`src/design/char_lcd_nibble_write_sequencer_defines.svh`:
```
// Assertion macros used by the lcdns_out_skid module.
`ifndef CHAR_LCD_NIBBLE_WRITE_SEQUENCER_DEFINES_SVH
`define CHAR_LCD_NIBBLE_WRITE_SEQUENCER_DEFINES_SVH

// Same-cycle implication, checked outside reset.
`define LCDNS_ASSERT_NOW(lbl, clk, rst_n, ante, cons) \
    lbl: assert property (@(posedge clk) disable iff (!(rst_n)) (ante) |-> (cons)) \
        else $error("lcdns assertion failed");

// Next-cycle implication, checked outside reset.
`define LCDNS_ASSERT_NEXT(lbl, clk, rst_n, ante, cons) \
    lbl: assert property (@(posedge clk) disable iff (!(rst_n)) (ante) |=> (cons)) \
        else $error("lcdns assertion failed");

`endif

```
`src/design/lcdns_pkg.sv`:
```
// ----------------------------------------------------------------------------
// lcdns_pkg
// Types, codes and helpers for the character LCD nibble write sequencer.
// ----------------------------------------------------------------------------
`default_nettype none

package lcdns_pkg;

    localparam int unsigned CfgAddrWidth = 5;
    localparam logic [2:0]  INIT_COUNT   = 3'd6;
    localparam logic [7:0]  INIT_CMD_A   = 8'h33;
    localparam logic [7:0]  INIT_CMD_B   = 8'h32;
    localparam logic [7:0]  CLEAR_CMD    = 8'h01;

    typedef enum logic [2:0] {
        REG_NIBBLE_TICKS  = 3'd0,
        REG_SETTLE_TICKS  = 3'd1,
        REG_MAX_COLUMN    = 3'd2,
        REG_FUNCTION_SET  = 3'd3,
        REG_DISPLAY_ON    = 3'd4,
        REG_ENTRY_MODE    = 3'd5,
        REG_FIRST_ROW     = 3'd6,
        REG_SECOND_ROW    = 3'd7
    } t_reg_index;

    typedef enum logic [2:0] {
        ACT_TICK     = 3'd0,
        ACT_COMMAND  = 3'd1,
        ACT_DATA     = 3'd2,
        ACT_POSITION = 3'd3,
        ACT_INIT     = 3'd4
    } t_action;

    typedef enum logic [2:0] {
        ST_NONE       = 3'd0,
        ST_ACCEPTED   = 3'd1,
        ST_POS_ERROR  = 3'd2,
        ST_BUSY       = 3'd3,
        ST_WRITE_DONE = 3'd4,
        ST_INIT_DONE  = 3'd5
    } t_status;

    typedef enum logic [1:0] {
        PH_IDLE   = 2'd0,
        PH_HIGH   = 2'd1,
        PH_LOW    = 2'd2,
        PH_SETTLE = 2'd3
    } t_phase;

    typedef struct packed {
        logic [2:0] action;
        logic [7:0] byte_value;
        logic [1:0] row_select;
        logic [7:0] column;
    } t_in_item;

    typedef struct packed {
        logic [3:0] lcd_nibble;
        logic       reg_select;
        logic       read_write;
        logic       enable;
        logic       busy_res;
        logic [2:0] status;
    } t_out_item;

    typedef struct packed {
        logic [7:0] nibble_ticks;
        logic [7:0] settle_ticks;
        logic [5:0] max_column;
        logic [7:0] function_set_cmd;
        logic [7:0] display_on_cmd;
        logic [7:0] entry_mode_cmd;
        logic [7:0] first_row_base;
        logic [7:0] second_row_base;
    } t_cfg;

    function automatic logic [7:0] init_cmd(input logic [2:0] step, input t_cfg cfg);
        logic [7:0] cmd;
        unique case (step)
            3'd0:    cmd = INIT_CMD_A;
            3'd1:    cmd = INIT_CMD_B;
            3'd2:    cmd = cfg.function_set_cmd;
            3'd3:    cmd = cfg.display_on_cmd;
            3'd4:    cmd = cfg.entry_mode_cmd;
            default: cmd = CLEAR_CMD;
        endcase
        return cmd;
    endfunction

endpackage

`default_nettype wire

```
`src/design/lcdns_cfg_regs.sv`:
```
// ----------------------------------------------------------------------------
// lcdns_cfg_regs
// APB-style register file holding timing, the column limit, init commands and row bases.
// ----------------------------------------------------------------------------
`default_nettype none

module lcdns_cfg_regs (
    input  wire logic                              i_clk,
    input  wire logic                              i_rst_n,
    input  wire logic                              psel,
    input  wire logic                              penable,
    input  wire logic                              pwrite,
    input  wire logic [lcdns_pkg::CfgAddrWidth-1:0] paddr,
    input  wire logic [31:0]                       pwdata,
    output logic [31:0]                            prdata,
    output logic                                   pready,
    output lcdns_pkg::t_cfg                        o_cfg
);
    import lcdns_pkg::*;

    t_cfg       r_cfg;
    t_reg_index w_index;
    logic       w_write;

    assign w_index = t_reg_index'(paddr[CfgAddrWidth-1:2]);
    assign w_write = psel && penable && pwrite;
    assign pready  = 1'b1;
    assign o_cfg   = r_cfg;

    always_ff @(posedge i_clk) begin
        if (!i_rst_n) begin
            r_cfg.nibble_ticks     <= 8'd3;
            r_cfg.settle_ticks     <= 8'd1;
            r_cfg.max_column       <= 6'd15;
            r_cfg.function_set_cmd <= 8'h28;
            r_cfg.display_on_cmd   <= 8'h0C;
            r_cfg.entry_mode_cmd   <= 8'h06;
            r_cfg.first_row_base   <= 8'h80;
            r_cfg.second_row_base  <= 8'hC0;
        end else if (w_write) begin
            unique case (w_index)
                REG_NIBBLE_TICKS: r_cfg.nibble_ticks     <= pwdata[7:0];
                REG_SETTLE_TICKS: r_cfg.settle_ticks     <= pwdata[7:0];
                REG_MAX_COLUMN:   r_cfg.max_column       <= pwdata[5:0];
                REG_FUNCTION_SET: r_cfg.function_set_cmd <= pwdata[7:0];
                REG_DISPLAY_ON:   r_cfg.display_on_cmd   <= pwdata[7:0];
                REG_ENTRY_MODE:   r_cfg.entry_mode_cmd   <= pwdata[7:0];
                REG_FIRST_ROW:    r_cfg.first_row_base   <= pwdata[7:0];
                REG_SECOND_ROW:   r_cfg.second_row_base  <= pwdata[7:0];
                default:          ;
            endcase
        end
    end

    always_comb begin
        unique case (w_index)
            REG_NIBBLE_TICKS: prdata = {24'd0, r_cfg.nibble_ticks};
            REG_SETTLE_TICKS: prdata = {24'd0, r_cfg.settle_ticks};
            REG_MAX_COLUMN:   prdata = {26'd0, r_cfg.max_column};
            REG_FUNCTION_SET: prdata = {24'd0, r_cfg.function_set_cmd};
            REG_DISPLAY_ON:   prdata = {24'd0, r_cfg.display_on_cmd};
            REG_ENTRY_MODE:   prdata = {24'd0, r_cfg.entry_mode_cmd};
            REG_FIRST_ROW:    prdata = {24'd0, r_cfg.first_row_base};
            REG_SECOND_ROW:   prdata = {24'd0, r_cfg.second_row_base};
            default:          prdata = 32'd0;
        endcase
    end

endmodule

`default_nettype wire

```
`src/design/lcdns_core.sv`:
```
// ----------------------------------------------------------------------------
// lcdns_core
// Write phase machine, tick counter and init step tracking; forms one result
// word per accepted input word.
// ----------------------------------------------------------------------------
`default_nettype none

module lcdns_core (
    input  wire logic                 i_clk,
    input  wire logic                 i_rst_n,
    input  wire lcdns_pkg::t_cfg      i_cfg,
    input  wire logic                 i_fire,
    input  wire lcdns_pkg::t_in_item  i_item,
    output lcdns_pkg::t_out_item      o_result
);
    import lcdns_pkg::*;

    t_phase     r_phase, n_phase;
    logic [7:0] r_tick, n_tick;
    logic [7:0] r_byte, n_byte;
    logic       r_rs, n_rs;
    logic [2:0] r_step, n_step;
    logic       r_active, n_active;
    t_status    n_status;

    logic       w_busy;
    logic [8:0] w_cnt_inc;
    logic       w_nib_done;
    logic       w_set_done;
    logic [2:0] w_step_inc;
    logic       w_pos_bad;
    logic [7:0] w_pos_addr;

    // A limit of zero ends the phase on its first tick, as a limit of one does.
    assign w_busy     = (r_phase != PH_IDLE) || r_active;
    assign w_cnt_inc  = {1'b0, r_tick} + 9'd1;
    assign w_nib_done = w_cnt_inc >= {1'b0, i_cfg.nibble_ticks};
    assign w_set_done = w_cnt_inc >= {1'b0, i_cfg.settle_ticks};
    assign w_step_inc = r_step + 3'd1;
    assign w_pos_bad  = (i_item.column > {2'b00, i_cfg.max_column}) || i_item.row_select[1];
    assign w_pos_addr = i_item.column |
                        (i_item.row_select[0] ? i_cfg.second_row_base : i_cfg.first_row_base);

    // Next state.
    always_comb begin
        n_phase  = r_phase;
        n_tick   = r_tick;
        n_byte   = r_byte;
        n_rs     = r_rs;
        n_step   = r_step;
        n_active = r_active;
        n_status = ST_NONE;
        unique case (i_item.action)
            ACT_TICK: begin
                unique case (r_phase)
                    PH_HIGH: begin
                        if (w_nib_done) begin
                            n_tick  = 8'd0;
                            n_phase = PH_LOW;
                        end else begin
                            n_tick = w_cnt_inc[7:0];
                        end
                    end
                    PH_LOW: begin
                        if (w_nib_done) begin
                            n_tick  = 8'd0;
                            n_phase = PH_SETTLE;
                        end else begin
                            n_tick = w_cnt_inc[7:0];
                        end
                    end
                    PH_SETTLE: begin
                        if (!w_set_done) begin
                            n_tick = w_cnt_inc[7:0];
                        end else begin
                            n_tick  = 8'd0;
                            n_phase = PH_IDLE;
                            if (!r_active) begin
                                n_status = ST_WRITE_DONE;
                            end else if (w_step_inc >= INIT_COUNT) begin
                                n_step   = 3'd0;
                                n_active = 1'b0;
                                n_status = ST_INIT_DONE;
                            end else begin
                                // The next init command goes out without a gap.
                                n_step  = w_step_inc;
                                n_byte  = init_cmd(w_step_inc, i_cfg);
                                n_rs    = 1'b0;
                                n_phase = PH_HIGH;
                            end
                        end
                    end
                    default: ;
                endcase
            end
            ACT_COMMAND, ACT_DATA: begin
                if (w_busy) begin
                    n_status = ST_BUSY;
                end else begin
                    n_byte   = i_item.byte_value;
                    n_rs     = (i_item.action == ACT_DATA);
                    n_phase  = PH_HIGH;
                    n_tick   = 8'd0;
                    n_status = ST_ACCEPTED;
                end
            end
            ACT_POSITION: begin
                if (w_pos_bad) begin
                    n_status = ST_POS_ERROR;
                end else if (w_busy) begin
                    n_status = ST_BUSY;
                end else begin
                    n_byte   = w_pos_addr;
                    n_rs     = 1'b0;
                    n_phase  = PH_HIGH;
                    n_tick   = 8'd0;
                    n_status = ST_ACCEPTED;
                end
            end
            ACT_INIT: begin
                if (w_busy) begin
                    n_status = ST_BUSY;
                end else begin
                    n_active = 1'b1;
                    n_step   = 3'd0;
                    n_byte   = INIT_CMD_A;
                    n_rs     = 1'b0;
                    n_phase  = PH_HIGH;
                    n_tick   = 8'd0;
                    n_status = ST_ACCEPTED;
                end
            end
            default: ;
        endcase
    end

    // Result word, taken from the state after this word's update.
    always_comb begin
        o_result.lcd_nibble = (n_phase == PH_HIGH) ? n_byte[7:4] : n_byte[3:0];
        o_result.reg_select = n_rs;
        o_result.read_write = 1'b0;
        o_result.enable     = (n_phase == PH_HIGH) || (n_phase == PH_LOW);
        o_result.busy_res   = (n_phase != PH_IDLE) || n_active;
        o_result.status     = n_status;
    end

    always_ff @(posedge i_clk) begin
        if (!i_rst_n) begin
            r_phase  <= PH_IDLE;
            r_tick   <= 8'd0;
            r_byte   <= 8'd0;
            r_rs     <= 1'b0;
            r_step   <= 3'd0;
            r_active <= 1'b0;
        end else if (i_fire) begin
            r_phase  <= n_phase;
            r_tick   <= n_tick;
            r_byte   <= n_byte;
            r_rs     <= n_rs;
            r_step   <= n_step;
            r_active <= n_active;
        end
    end

endmodule

`default_nettype wire

```
`src/design/lcdns_out_skid.sv`:
```
// ----------------------------------------------------------------------------
// lcdns_out_skid
// Two-entry result buffer: an output register plus a skid register, so the
// input side keeps moving while one result waits downstream.
// ----------------------------------------------------------------------------
`default_nettype none

`include "char_lcd_nibble_write_sequencer_defines.svh"

module lcdns_out_skid (
    input  wire logic                 i_clk,
    input  wire logic                 i_rst_n,
    input  wire logic                 i_push,
    input  wire lcdns_pkg::t_out_item i_data,
    output logic                      o_full,
    output logic                      o_valid,
    input  wire logic                 i_stall,
    output lcdns_pkg::t_out_item      o_data
);
    import lcdns_pkg::*;

    t_out_item r_main;
    t_out_item r_skid;
    logic      r_main_valid;
    logic      r_skid_valid;
    logic      w_pop;

    assign w_pop   = r_main_valid && !i_stall;
    assign o_valid = r_main_valid;
    assign o_data  = r_main;
    assign o_full  = r_skid_valid;

    always_ff @(posedge i_clk) begin
        if (!i_rst_n) begin
            r_main_valid <= 1'b0;
            r_skid_valid <= 1'b0;
        end else if (w_pop) begin
            if (r_skid_valid) begin
                r_main_valid <= 1'b1;
                r_skid_valid <= 1'b0;
            end else begin
                r_main_valid <= i_push;
            end
        end else if (i_push) begin
            if (r_main_valid) begin
                r_skid_valid <= 1'b1;
            end else begin
                r_main_valid <= 1'b1;
            end
        end
    end

    always_ff @(posedge i_clk) begin
        if (w_pop) begin
            r_main <= r_skid_valid ? r_skid : i_data;
        end else if (i_push) begin
            if (r_main_valid) begin
                r_skid <= i_data;
            end else begin
                r_main <= i_data;
            end
        end
    end

    `LCDNS_ASSERT_NOW(a_skid_needs_main, i_clk, i_rst_n, r_skid_valid, r_main_valid)
    `LCDNS_ASSERT_NOW(a_no_push_when_full, i_clk, i_rst_n, i_push, !r_skid_valid)
    `LCDNS_ASSERT_NEXT(a_held_valid_stays, i_clk, i_rst_n, r_main_valid && i_stall, r_main_valid)
    `LCDNS_ASSERT_NEXT(a_held_word_stays, i_clk, i_rst_n, r_main_valid && i_stall, $stable(r_main))

endmodule

`default_nettype wire

```
`src/design/char_lcd_nibble_write_sequencer.sv`:
```
// ----------------------------------------------------------------------------
// char_lcd_nibble_write_sequencer
// Character LCD controller for a 4-bit bus: nibble strobing, settle timing,
// init run and cursor positioning, one result word per input word.
// ----------------------------------------------------------------------------
//  channel  | direction | handshake               | word
//  in       | input     | i_in_valid / o_in_stall | t_in_item (action, byte, row, col)
//  out      | output    | o_out_valid / i_out_stall | t_out_item (lines, busy, status)
//  cfg      | input     | APB psel/penable/pwrite | eight registers, 6 to 8 bits
//
// Every input word is processed in the cycle it is accepted; its result is
// registered into the output register, or into the skid register while the
// output register is held. One word per cycle is sustained, a limit set by
// the two-entry output buffer: o_in_stall rises only when both entries hold
// results not yet taken downstream. Synchronous active-low reset clears the
// phase machine and both buffer entries; configuration returns to its defaults.
// ----------------------------------------------------------------------------
`default_nettype none

module char_lcd_nibble_write_sequencer (
    input  wire logic                               i_clk,
    input  wire logic                               i_rst_n,
    input  wire logic                               i_in_valid,
    output logic                                    o_in_stall,
    input  wire lcdns_pkg::t_in_item                i_in,
    output logic                                    o_out_valid,
    input  wire logic                               i_out_stall,
    output lcdns_pkg::t_out_item                    o_out,
    input  wire logic                               psel,
    input  wire logic                               penable,
    input  wire logic                               pwrite,
    input  wire logic [lcdns_pkg::CfgAddrWidth-1:0] paddr,
    input  wire logic [31:0]                        pwdata,
    output logic [31:0]                             prdata,
    output logic                                    pready
);
    import lcdns_pkg::*;

    t_cfg      w_cfg;
    t_out_item w_result;
    logic      w_full;
    logic      w_fire;

    assign o_in_stall = w_full;
    assign w_fire     = i_in_valid && !w_full;

    lcdns_cfg_regs u_cfg (
        .i_clk   (i_clk),
        .i_rst_n (i_rst_n),
        .psel    (psel),
        .penable (penable),
        .pwrite  (pwrite),
        .paddr   (paddr),
        .pwdata  (pwdata),
        .prdata  (prdata),
        .pready  (pready),
        .o_cfg   (w_cfg)
    );

    lcdns_core u_core (
        .i_clk    (i_clk),
        .i_rst_n  (i_rst_n),
        .i_cfg    (w_cfg),
        .i_fire   (w_fire),
        .i_item   (i_in),
        .o_result (w_result)
    );

    lcdns_out_skid u_out (
        .i_clk   (i_clk),
        .i_rst_n (i_rst_n),
        .i_push  (w_fire),
        .i_data  (w_result),
        .o_full  (w_full),
        .o_valid (o_out_valid),
        .i_stall (i_out_stall),
        .o_data  (o_out)
    );

endmodule

`default_nettype wire
```
`config.mk`:
```
export PLATFORM = sky130hd
export DESIGN_NAME = char_lcd_nibble_write_sequencer
export DESIGN_NICKNAME = d
export VERILOG_FILES = /design/src/design/lcdns_pkg.sv /design/src/design/lcdns_cfg_regs.sv /design/src/design/lcdns_core.sv /design/src/design/lcdns_out_skid.sv /design/src/design/char_lcd_nibble_write_sequencer.sv
export VERILOG_INCLUDE_DIRS = /design/src /design/src/design
export SDC_FILE = /design/constraint.sdc
export NUM_CORES = 1
export LEC_CHECK = 0
export ABC_CLOCK_PERIOD_IN_PS = 4750
export BUFFER_PORTS_ARGS = -buffer_cell sky130_fd_sc_hd__buf_2
export CAP_MARGIN = 30
export CORE_ASPECT_RATIO = 0.6
export CORE_MARGIN = 5
export CORE_UTILIZATION = 58
export CTS_CLUSTER_DIAMETER = 200
export DETAILED_ROUTE_END_ITERATION = 8
export PLACE_DENSITY = 0.82
export SETUP_SLACK_MARGIN = 0.2
export SKIP_LAST_GASP = 1
export SLEW_MARGIN = 10
export SYNTH_ARGS = -nofsm -noshare
export SYNTH_HDL_FRONTEND = slang
export SYNTH_SLANG_ARGS = --single-unit
```
`constraint.sdc`:
```
create_clock -name i_clk -period 4.75 [get_ports i_clk]
set_clock_uncertainty 0.15 [all_clocks]
set_input_delay 0.95 -clock i_clk [delete_from_list [all_inputs] [get_ports i_clk]]
set_output_delay 0.95 -clock i_clk [all_outputs]
set_load 0.01 [all_outputs]
```
==> results of run 1 <==
-- Yosys cell counts, types with 3 or more instances --
cell type	number
buf_2	5
xnor2_1	4
ha_1	35
nand2_1	76
buf_1	9
a221oi_1	5
o31ai_1	5
nand3_1	10
buf_4	26
or3_1	7
dfxtp_1	87
nor2_1	47
o2111ai_1	3
o21ai_0	33
a31oi_1	10
edfxtp_1	20
mux2_2	12
a21o_1	9
o22ai_1	5
clkbuf_1	27
a211oi_1	12
a21boi_0	15
mux4_2	6
a21oi_1	39
nor2b_1	51
nand2b_1	9
nand4_1	4
nor4_1	7
and3_1	6
nor3_1	8
a22oi_1	9
o211ai_1	4
mux2i_1	60
o21a_1	7
or4_1	4
a22o_1	5
and2_1	4
inv_1	30
-- metal layers --
layer	GRT usage, %	up-vias
met3	5.98	39
met2	40.7	364
li1	-	2815
met5	0	-
met1	39.7	2891
met4	6.09	0
-- power groups by stage --
| stage | registers, mW | clock network (mW) | logic (mW) |
|---|---|---|---|
| global placement | 0.996 | 0 | 0.321 |
| global route | 0.981 | 0.805 | 0.380 |
| floorplan | 1.00 | 0 | 0.236 |
| CTS | 0.977 | 0.758 | 0.341 |
| finish | 0.978 | 0.752 | 0.354 |
| detailed placement | 0.998 | 0 | 0.332 |
-- placed cells by master (no fill, tap or decap), types with 10 or more instances in the layout --
master	n
a211oi_1	12
a21boi_0	13
a21oi_1	39
a31oi_1	10
buf_2	58
buf_4	10
conb_1	26
dfxtp_1	86
edfxtp_1	20
ha_1	33
inv_1	30
mux2_2	12
mux2i_1	60
nand2_1	76
nand3_1	10
nor2_1	47
nor2b_1	51
o21ai_0	31
-- per-stage QoR --
stage                     instances  total power, mW  area, um2
final                           974             2.08       7470
after global routing            974             2.17       7470
after CTS                       972             2.08       7440
after detailed placement        954             1.33       7120
after global placement          953             1.32       7120
after floorplan                 796             1.24       6940
-- final cells by class --
class,count,area [um2]
clock inverters,7,68.8
flip-flops and latches,107,2340
multi-input cells,590,4150
well taps,160,200
fillers,925,3940
clock buffers,9,225
repair buffers,69,370
inverters,32,120
-- sequential cells by signal, summed over array words and instances, names as in the netlist --
signal / count
u_core.r_active: 1
u_core.r_byte: 8
u_core.r_tick: 8
u_core.r_phase: 2
u_out.r_skid: 10
u_core.r_step: 3
u_out.o_valid: 1
u_core.r_rs: 1
u_cfg.o_cfg: 62
u_out.o_full: 1
u_out.o_data: 10
-- kinds of logic after synthesis --
| family | share of synthesized area (%) |
|---|---|
| xor+xnor | 0.768 |
| mux | 12.7 |
| buf+inv | 6.94 |
| fa+ha+maj | 6.40 |
| simple gates | 19.2 |
| compound gates | 19.7 |
| flops | 34.2 |
| other cells | 0.110 |
-- what timing repair did --
action,in CTS,in global routing
pin swaps,0,1
endpoints found under the setup margin,7,8
resized for setup,3,8
buffers inserted,2,0
-- how the worst min path moves through the flow --
| stage | from | to | slack, ns | depth (start not counted) |
|---|---|---|---|---|
| after floorplan | u_cfg.o_cfg[6] | u_cfg.o_cfg[6] | 0.30 | 2 |
| after global placement | u_cfg.o_cfg[24] | u_cfg.o_cfg[24] | 0.31 | 2 |
| after detailed placement | u_cfg.o_cfg[24] | u_cfg.o_cfg[24] | 0.32 | 2 |
| after CTS | u_cfg.o_cfg[24] | u_cfg.o_cfg[24] | 0.33 | 2 |
| after global routing | u_cfg.o_cfg[29] | u_cfg.o_cfg[29] | 0.36 | 2 |
| final | u_cfg.o_cfg[24] | u_cfg.o_cfg[24] | 0.33 | 2 |
-- worst max-delay path: cells and delay by family (launching register included) --
kind	cells	cell delay [ns]
flip-flops	1	0.40
AO/OA/AOI/OAI	9	1.93
adder cells (fa/ha/maj)	3	0.74
AND/OR/NAND/NOR	4	0.80
==> qor.yml, run 1 <==
status: "finished, final reports clean"
ys_top_cells_by_area: "dfxtp_1 (25%), edfxtp_1 (8.8%), mux2i_1 (8.8%)"
numPortBuffers: 58
drt_wl_total_mm: 19.4
r2r_slack_ns: 0.46
fin_ws_ns: 0.464
start_util_pct: 60.0
cp.required_ns: 4.68
period_share_pct: 90.2
netSwitchingFraction_pct: 29.7
slew_violations: 0
fin_crit_ns: 4.29
leakage_nw: 2.91
core_mm2: 0.0114
antenna_found_initial: 0
globalplace.congestion: 0.967
ys_seq_area_share_pct: 34.2
synth_ff_type: "dfxtp_1"
diodes: 0
tns_ns: 0
cts-htree-levels: 3
wl_met1_mm: 8.50
dp_hpwl_mm: 14.4
syn_area_per_cell_um2: 8.87
critPathLaunch: "u_core.r_tick[1]"
p_per_area_mw_per_mm2: 279
cp.arrival_ns: 4.22
crit_path_top_delay_cell: "dfxtp_1"
p_switching_mw: 0.619
via_count: 6109
layout-drive-gt1-share_pct: 15.7
io_pins: 111
setup_viol: 0
die_w_um: 150
synth_edf_count: 20
dr_wl_met2_mm: 8.42
clock.fmax_mhz: 233
clkSinkCount: 107
netlist.area_leader.share_pct: 25.4
combinationalPowerShare_pct: 17.0
clockBufferDepth: 2
via_per_inst: 6.27
ant_nets: 0
rsz0062_at_grt: "no"
p_seq_share_pct: 46.9
cts_hold_buffers: 0
path_cells: "ha_2 -> nand2_1 -> or3_1 -> nand2_1 -> ha_1 -> and3_1 -> a221o_1 -> a211o_4 -> o21ai_2 -> a21oi_1 -> o221ai_2 -> a21boi_2 -> ha_2 -> a21boi_1 -> a41o_1 -> a21oi_1"
wl_met3_mm: 2.13
utilization_pct: 65.5
maxCapViolCount: 0
worstSetupEndpointType: "flip-flop"
worstMarginPinSlew_ns: 1.05
root_buffer: "clkbuf_16"
clkPwrFrac_pct: 36.1
syn_to_final_growth_pct: 9.17
grt_overflow: 0
row_count: 30
first_pass_iters: 5
max_slew_margin_pct: 29.8
synth_area_leader_cell: "dfxtp_1"
r2r-start: "u_core.r_tick[1]"
hp-class: "reg -> reg"
ir_worst_vdd_v: 0.000182
grt_max_degree: 82
drc: 0
synth_warnings: 0
place_ws_ns: -0.00408
die_h_um: 94.2
track_usage_pct: 27.1
first_iter_violations: 791
cp-start-kind: "flip-flop"
nets: 909
rr_worst_depth: 16
grt_pass1_vias: 5701
p_int_mw: 1.46
grt_pass1_wl_mm: 30.3
hold_viol: 0
top_layer: "met4"
die_area_mm2: 0.0141
syn_inst: 772
synthDistinctLibCells: 83
crit_path_max_fanout: 5
clk_pin_slew_ns: 0.08
post_drt_wl_per_cell_um: 19.9
holdWs_ns: 0.335
netlist_area_mm2: 0.00685
synth_seq_cells: 107
crit_path_max_incr_delay_ns: 0.40
cts_tree: "yes"
cts_buffers: 9
worstReg2RegEnd: "u_out.o_data[9]"
path_class: "reg -> reg"
synthArstFlopShare_pct: 0
cp-endpoint: "u_out.o_data[9]"
clock_latency_ns: 0.36
Note: power is estimated with default switching activity, not from simulation.
==> inputs of run 2 (changes only) <==
Settings changed: REMOVE_ABC_BUFFERS set to 1.
==> run 2 against run 1 <==
Against the previous run:
- cell area hardly changed
- register-to-register slack worse by 0.07 ns
- cell count is 0.21% lower
==> qor.yml, run 2 (synthesized netlist as in run 1, its figures left out) <==
layout-drive-gt1-share_pct: 15.1  # -0.58 points
post_drt_wl_per_cell_um: 19.9  # about the same
cts-htree-levels: 3  # unchanged
antenna_found_initial: 0  # unchanged
root_buffer: "clkbuf_16"
p_per_area_mw_per_mm2: 286  # +2.5%
grt_max_degree: 79  # -3.7%
via_count: 6059  # -0.82%
final_common_cell: "dfxtp_1"
dpl_cell_area_mm2: 0.00712  # unchanged
grt_pass1_wl_mm: 30.9  # +2.2%
clock_latency_ns: 0.36  # about the same
cts_tree: "yes"
cp-start-kind: "flip-flop"
status: "finished, final reports clean"
cts_buffers: 9  # unchanged
path_cells: "ha_1 -> nand2_1 -> or3_1 -> nand2_1 -> ha_1 -> a21o_1 -> a221o_1 -> a211o_1 -> o21ai_1 -> a21oi_1 -> o221ai_2 -> a21boi_0 -> ha_2 -> buf_4 -> nand2b_1 -> a211oi_1 -> a211oi_1"
rsz0062_at_grt: "no"
slew_violations: 0  # unchanged
nets: 907  # -0.22%
largest_reg_flops: 62  # unchanged
first_iter_violations: 729  # -7.8%
fin_area_mm2: 0.00748  # about the same
grt_pass1_vias: 5799  # +1.7%
period_share_pct: 91.8  # +1.5 points
worstMarginPinSlew_ns: 1.05  # -0.00382 ns
worstSetupEndpointType: "flip-flop"
hp-class: "reg -> reg"
utilization_pct: 65.5  # about the same
track_usage_pct: 27.6  # +0.51 points
path_class: "reg -> reg"
max_slew_margin_pct: 29.9  # +0.14 points
layout_common_cells: "dfxtp_1 (86), nand2_1 (76), mux2i_1 (60)"
globalplace.congestion: 0.937  # -3.1%
numPortBuffers: 58  # unchanged
maxCapViolCount: 0  # unchanged
syn_to_final_growth_pct: 9.25  # about the same
setup_viol: 0  # unchanged
tns_ns: 0  # unchanged
crit_path_max_incr_delay_ns: 0.39  # about the same
ant_nets: 0  # unchanged
die_w_um: 150  # unchanged
diodes: 0  # unchanged
clkSinkCount: 107  # unchanged
crit_path_top_delay_cell: "dfxtp_2"
io_pins: 111  # unchanged
ir_worst_vdd_v: 0.000169  # -7.1%
core_mm2: 0.0114  # unchanged
first_pass_iters: 6  # +1
via_per_inst: 6.23  # -0.61%
fin_crit_ns: 4.36  # +0.0720 ns
start_util_pct: 60.0  # unchanged
dp_hpwl_mm: 14.3  # -0.74%
leakage_nw: 2.92  # +0.36%
die_area_mm2: 0.0141  # unchanged
grt_overflow: 0  # unchanged
cp.arrival_ns: 4.40  # +0.18 ns
die_h_um: 94.2  # unchanged
clockBufferDepth: 2  # unchanged
cp.required_ns: 4.79  # +0.11 ns
clock.fmax_mhz: 229  # -1.7%
clk_pin_slew_ns: 0.08  # about the same
hold_viol: 0  # unchanged
crit_path_max_fanout: 6  # +1
drt_wl_total_mm: 19.4  # -0.16%
row_count: 30  # unchanged
drc: 0  # unchanged
run 2: metrics by stage:
step / setup WS (ns) / hold slack (ns) / total power [mW] / cells
5_1_grt: 0.200 / 0.365 / 2.21 / 972
6_report: 0.392 / 0.342 / 2.14 / 972
3_5_place_dp: 0.126 / 0.330 / 1.33 / 954
4_1_cts: 0.260 / 0.341 / 2.13 / 970
3_3_place_gp: 0.292 / 0.319 / 1.32 / 954
2_1_floorplan: 0.656 / 0.302 / 1.19 / 729
run 2: report_power, final:
part / switching (mW) / internal, mW / leakage (nW)
logic: 0.220 / 0.130 / 1.87
registers: 0.0183 / 0.960 / 0.894
clock network: 0.373 / 0.436 / 0.158
run 2: metal layers:
| metal | vias to the layer above | share of wire [%] | routed length, um | GRT usage (%) |
|---|---|---|---|---|
| li1 | 2812 | - | - | - |
| met1 | 2877 | 44 | 8510 | 40.4 |
| met2 | 333 | 43 | 8290 | 40.9 |
| met3 | 35 | 11 | 2200 | 6.61 |
| met4 | 2 | 1.7 | 324 | 6.39 |
| met5 | - | 0.18 | 34 | 1.92 |
run 2: area by class of cell:
type	instances	area, um2
repair buffers	67	358
fillers	925	3930
inverters	32	120
clock buffers	10	239
flip-flops and latches	107	2340
multi-input cells	590	4140
well taps	160	200
clock inverters	6	83.8
run 2: worst max-delay path, delay by kind of cell (launching register included):
kind            cells  cell delay, ns
buf+inv             1            0.15
simple gates        4            0.71
fa+ha+maj           3            0.74
flops               1            0.39
compound gates      9            2.03
run 2: timing repair:
action	CTS	global route
setup endpoints to repair	3	7
gates resized for setup	2	5
hold buffers	0	0
endpoints found under the hold margin	0	0
buffers inserted	0	1
run 2: path summary, 6_finish.rpt:
check / startpoint / to / slack [ns] / cells past startpoint
min: u_cfg.o_cfg[29] / u_cfg.o_cfg[29] / 0.34 / 2
max reg2reg: u_core.r_tick[0] / u_out.o_data[10] / 0.39 / 17
min reg2reg: u_cfg.o_cfg[29] / u_cfg.o_cfg[29] / 0.34 / 2
max: u_core.r_tick[0] / u_out.o_data[10] / 0.39 / 17
==> inputs of run 3 (changes only) <==
Settings changed: RECOVER_POWER set to 25.
==> run 3 against run 2 <==
Against the previous run:
- the run now ends with max-capacitance violations, max-slew violations left
- cell count unchanged
- sequential power about the same
- cell area decreased by 0.38%
- die area unchanged
- maximum frequency increased by 0.17%
==> qor.yml, run 3 (synthesized netlist as in run 1, its figures left out) <==
layout-drive-gt1-share_pct: 13.1  # -2.1 points
via_per_inst: 6.30  # +1.1%
antenna_found_initial: 0  # unchanged
dpl_cell_area_mm2: 0.00712  # unchanged
grt_pass1_vias: 5799  # unchanged
numPortBuffers: 58  # unchanged
worstMarginPinSlew_ns: 2.92  # +1.88 ns
clkSinkCount: 107  # unchanged
start_util_pct: 60.0  # unchanged
regArea_mm2: 0.00234  # unchanged
slew_violations: 79  # +79
clock_latency_ns: 0.36  # about the same
finalNonFillerCells: 972  # unchanged
drc: 0  # unchanged
diodes: 0  # unchanged
hp-class: "reg -> reg"
p_switching_mw: 0.614  # +0.37%
clockBufferDepth: 2  # unchanged
dr_wl_met2_mm: 8.33  # +0.48%
grt_overflow: 0  # unchanged
dp_hpwl_mm: 14.3  # unchanged
grt_max_degree: 79  # unchanged
fin_area_mm2: 0.00745  # -0.38%
wl_met3_mm: 2.08  # -5.4%
die_w_um: 150  # unchanged
post_drt_wl_per_cell_um: 20.0  # +0.31%
first_pass_iters: 5  # -1
place_inst: 954  # unchanged
first_iter_violations: 691  # -5.2%
cts_tree: "yes"
period_share_pct: 91.6  # -0.16 points
hold_viol: 0  # unchanged
p_seq_share_pct: 45.8  # about the same
place_ws_ns: 0.126  # unchanged
layout_common_cells: "dfxtp_1 (86), nand2_1 (76), mux2i_1 (60)"
syn_to_final_growth_pct: 8.83
die_h_um: 94.2  # unchanged
leakage_nw: 2.87  # -1.8%
globalplace.congestion: 0.937  # unchanged
maxCapViolCount: 1  # +1
final_common_cell: "dfxtp_1"
cts_hold_buffers: 0  # unchanged
p_per_area_mw_per_mm2: 287  # +0.33%
combinationalPowerShare_pct: 16.2  # -0.2 points
multi_input_area_mm2: 0.00414  # unchanged
fin_ws_ns: 0.399  # +0.00756 ns
root_buffer: "clkbuf_16"
cts_buffers: 9  # unchanged
clock.fmax_mhz: 230  # +0.17%
fin_crit_ns: 4.35  # -0.00756 ns
path_class: "reg -> reg"
n_fill_cell: 935  # +1.1%
cp.required_ns: 4.79  # about the same
worstSetupEndpointType: "flip-flop"
nets: 907  # unchanged
rsz0062_at_grt: "no"
row_count: 30  # unchanged
p_int_mw: 1.52  # -0.22%
io_pins: 111  # unchanged
status: "finished, violations left"
setup_viol: 0  # unchanged
wl_met1_mm: 8.69  # +2.1%
die_area_mm2: 0.0141  # unchanged
largest_reg_flops: 62  # unchanged
netSwitchingFraction_pct: 28.7  # +0.12 points
core_mm2: 0.0114  # unchanged
grt_pass1_wl_mm: 30.9  # unchanged
via_count: 6127  # +1.1%
ant_nets: 0  # unchanged
clk_pin_slew_ns: 0.08  # about the same
tns_ns: 0  # unchanged
top_layer: "met5"
max_slew_margin_pct: -94.9  # -120 points
clkPwrFrac_pct: 37.9  # about the same
ir_worst_vdd_v: 0.000169  # -0.45%
crit_path_max_fanout: 6  # unchanged
drt_wl_total_mm: 19.4  # +0.31%
track_usage_pct: 27.6  # unchanged
cp.arrival_ns: 4.39  # about the same
violations: "max-capacitance violations, max-slew violations"
cp-start-kind: "flip-flop"
cts-htree-levels: 3  # unchanged
-- run 3: metrics by stage --
stage	utilization, %	power (mW)	hold WS [ns]
floorplan	-	1.19	0.302
CTS	65.3	2.13	0.341
detailed placement	62.4	1.33	0.330
finish	65.3	2.14	0.350
global route	65.3	2.21	0.370
global placement	62.4	1.32	0.319
-- run 3: path summary, 6_finish.rpt --
path	cells after the start	start	slack [ns]	to
worst min-delay path	2	u_cfg.o_cfg[29]	0.35	u_cfg.o_cfg[29]
worst max-delay path	17	u_core.r_tick[0]	0.40	u_out.o_data[10]
worst min register to register	2	u_cfg.o_cfg[29]	0.35	u_cfg.o_cfg[29]
worst max register to register	17	u_core.r_tick[0]	0.40	u_out.o_data[10]
-- run 3: final cells by class --
cell class	count	area share, %
clock buffer	10	3.21
clock inverter	6	1.13
inverter	32	1.61
multi-input combinational	590	55.5
sequential	107	31.5
tap	160	2.69
timing repair buffer	67	4.42
-- run 3: power by group through the flow --
stage,sequential [mW],clock [mW],combinational (mW)
after floorplan,1.00,0,0.194
after global placement,0.996,0,0.321
after detailed placement,0.999,0,0.332
after CTS,0.977,0.814,0.336
after global routing,0.982,0.854,0.375
final,0.979,0.810,0.347
-- run 3: worst max-delay path: stages, from the launching register on --
cell and delay, ns:
dfxtp_2 0.39, ha_1 0.22, nand2_1 0.15, or3_1 0.36, nand2_1 0.12, ha_1 0.25
a21o_1 0.16, a221o_1 0.39, a211o_1 0.39, o21ai_1 0.22, a21oi_1 0.10, o221ai_2 0.21
a21boi_0 0.23, ha_2 0.27, buf_4 0.16, nand2b_1 0.10, a211oi_1 0.07, a211oi_1 0.25
-- run 3: timing repair --
| action | CTS | global route |
|---|---|---|
| resized for setup | 2 | 5 |
| setup endpoints to repair | 3 | 7 |
| gates cloned | 0 | 0 |
| setup buffers | 0 | 1 |
-- run 3: layer usage --
| metal | track usage, % | vias up |
|---|---|---|
| li1 | - | 2808 |
| met1 | 40.4 | 2908 |
| met2 | 40.9 | 378 |
| met3 | 6.61 | 31 |
| met4 | 6.39 | 2 |
| met5 | 1.92 | - |
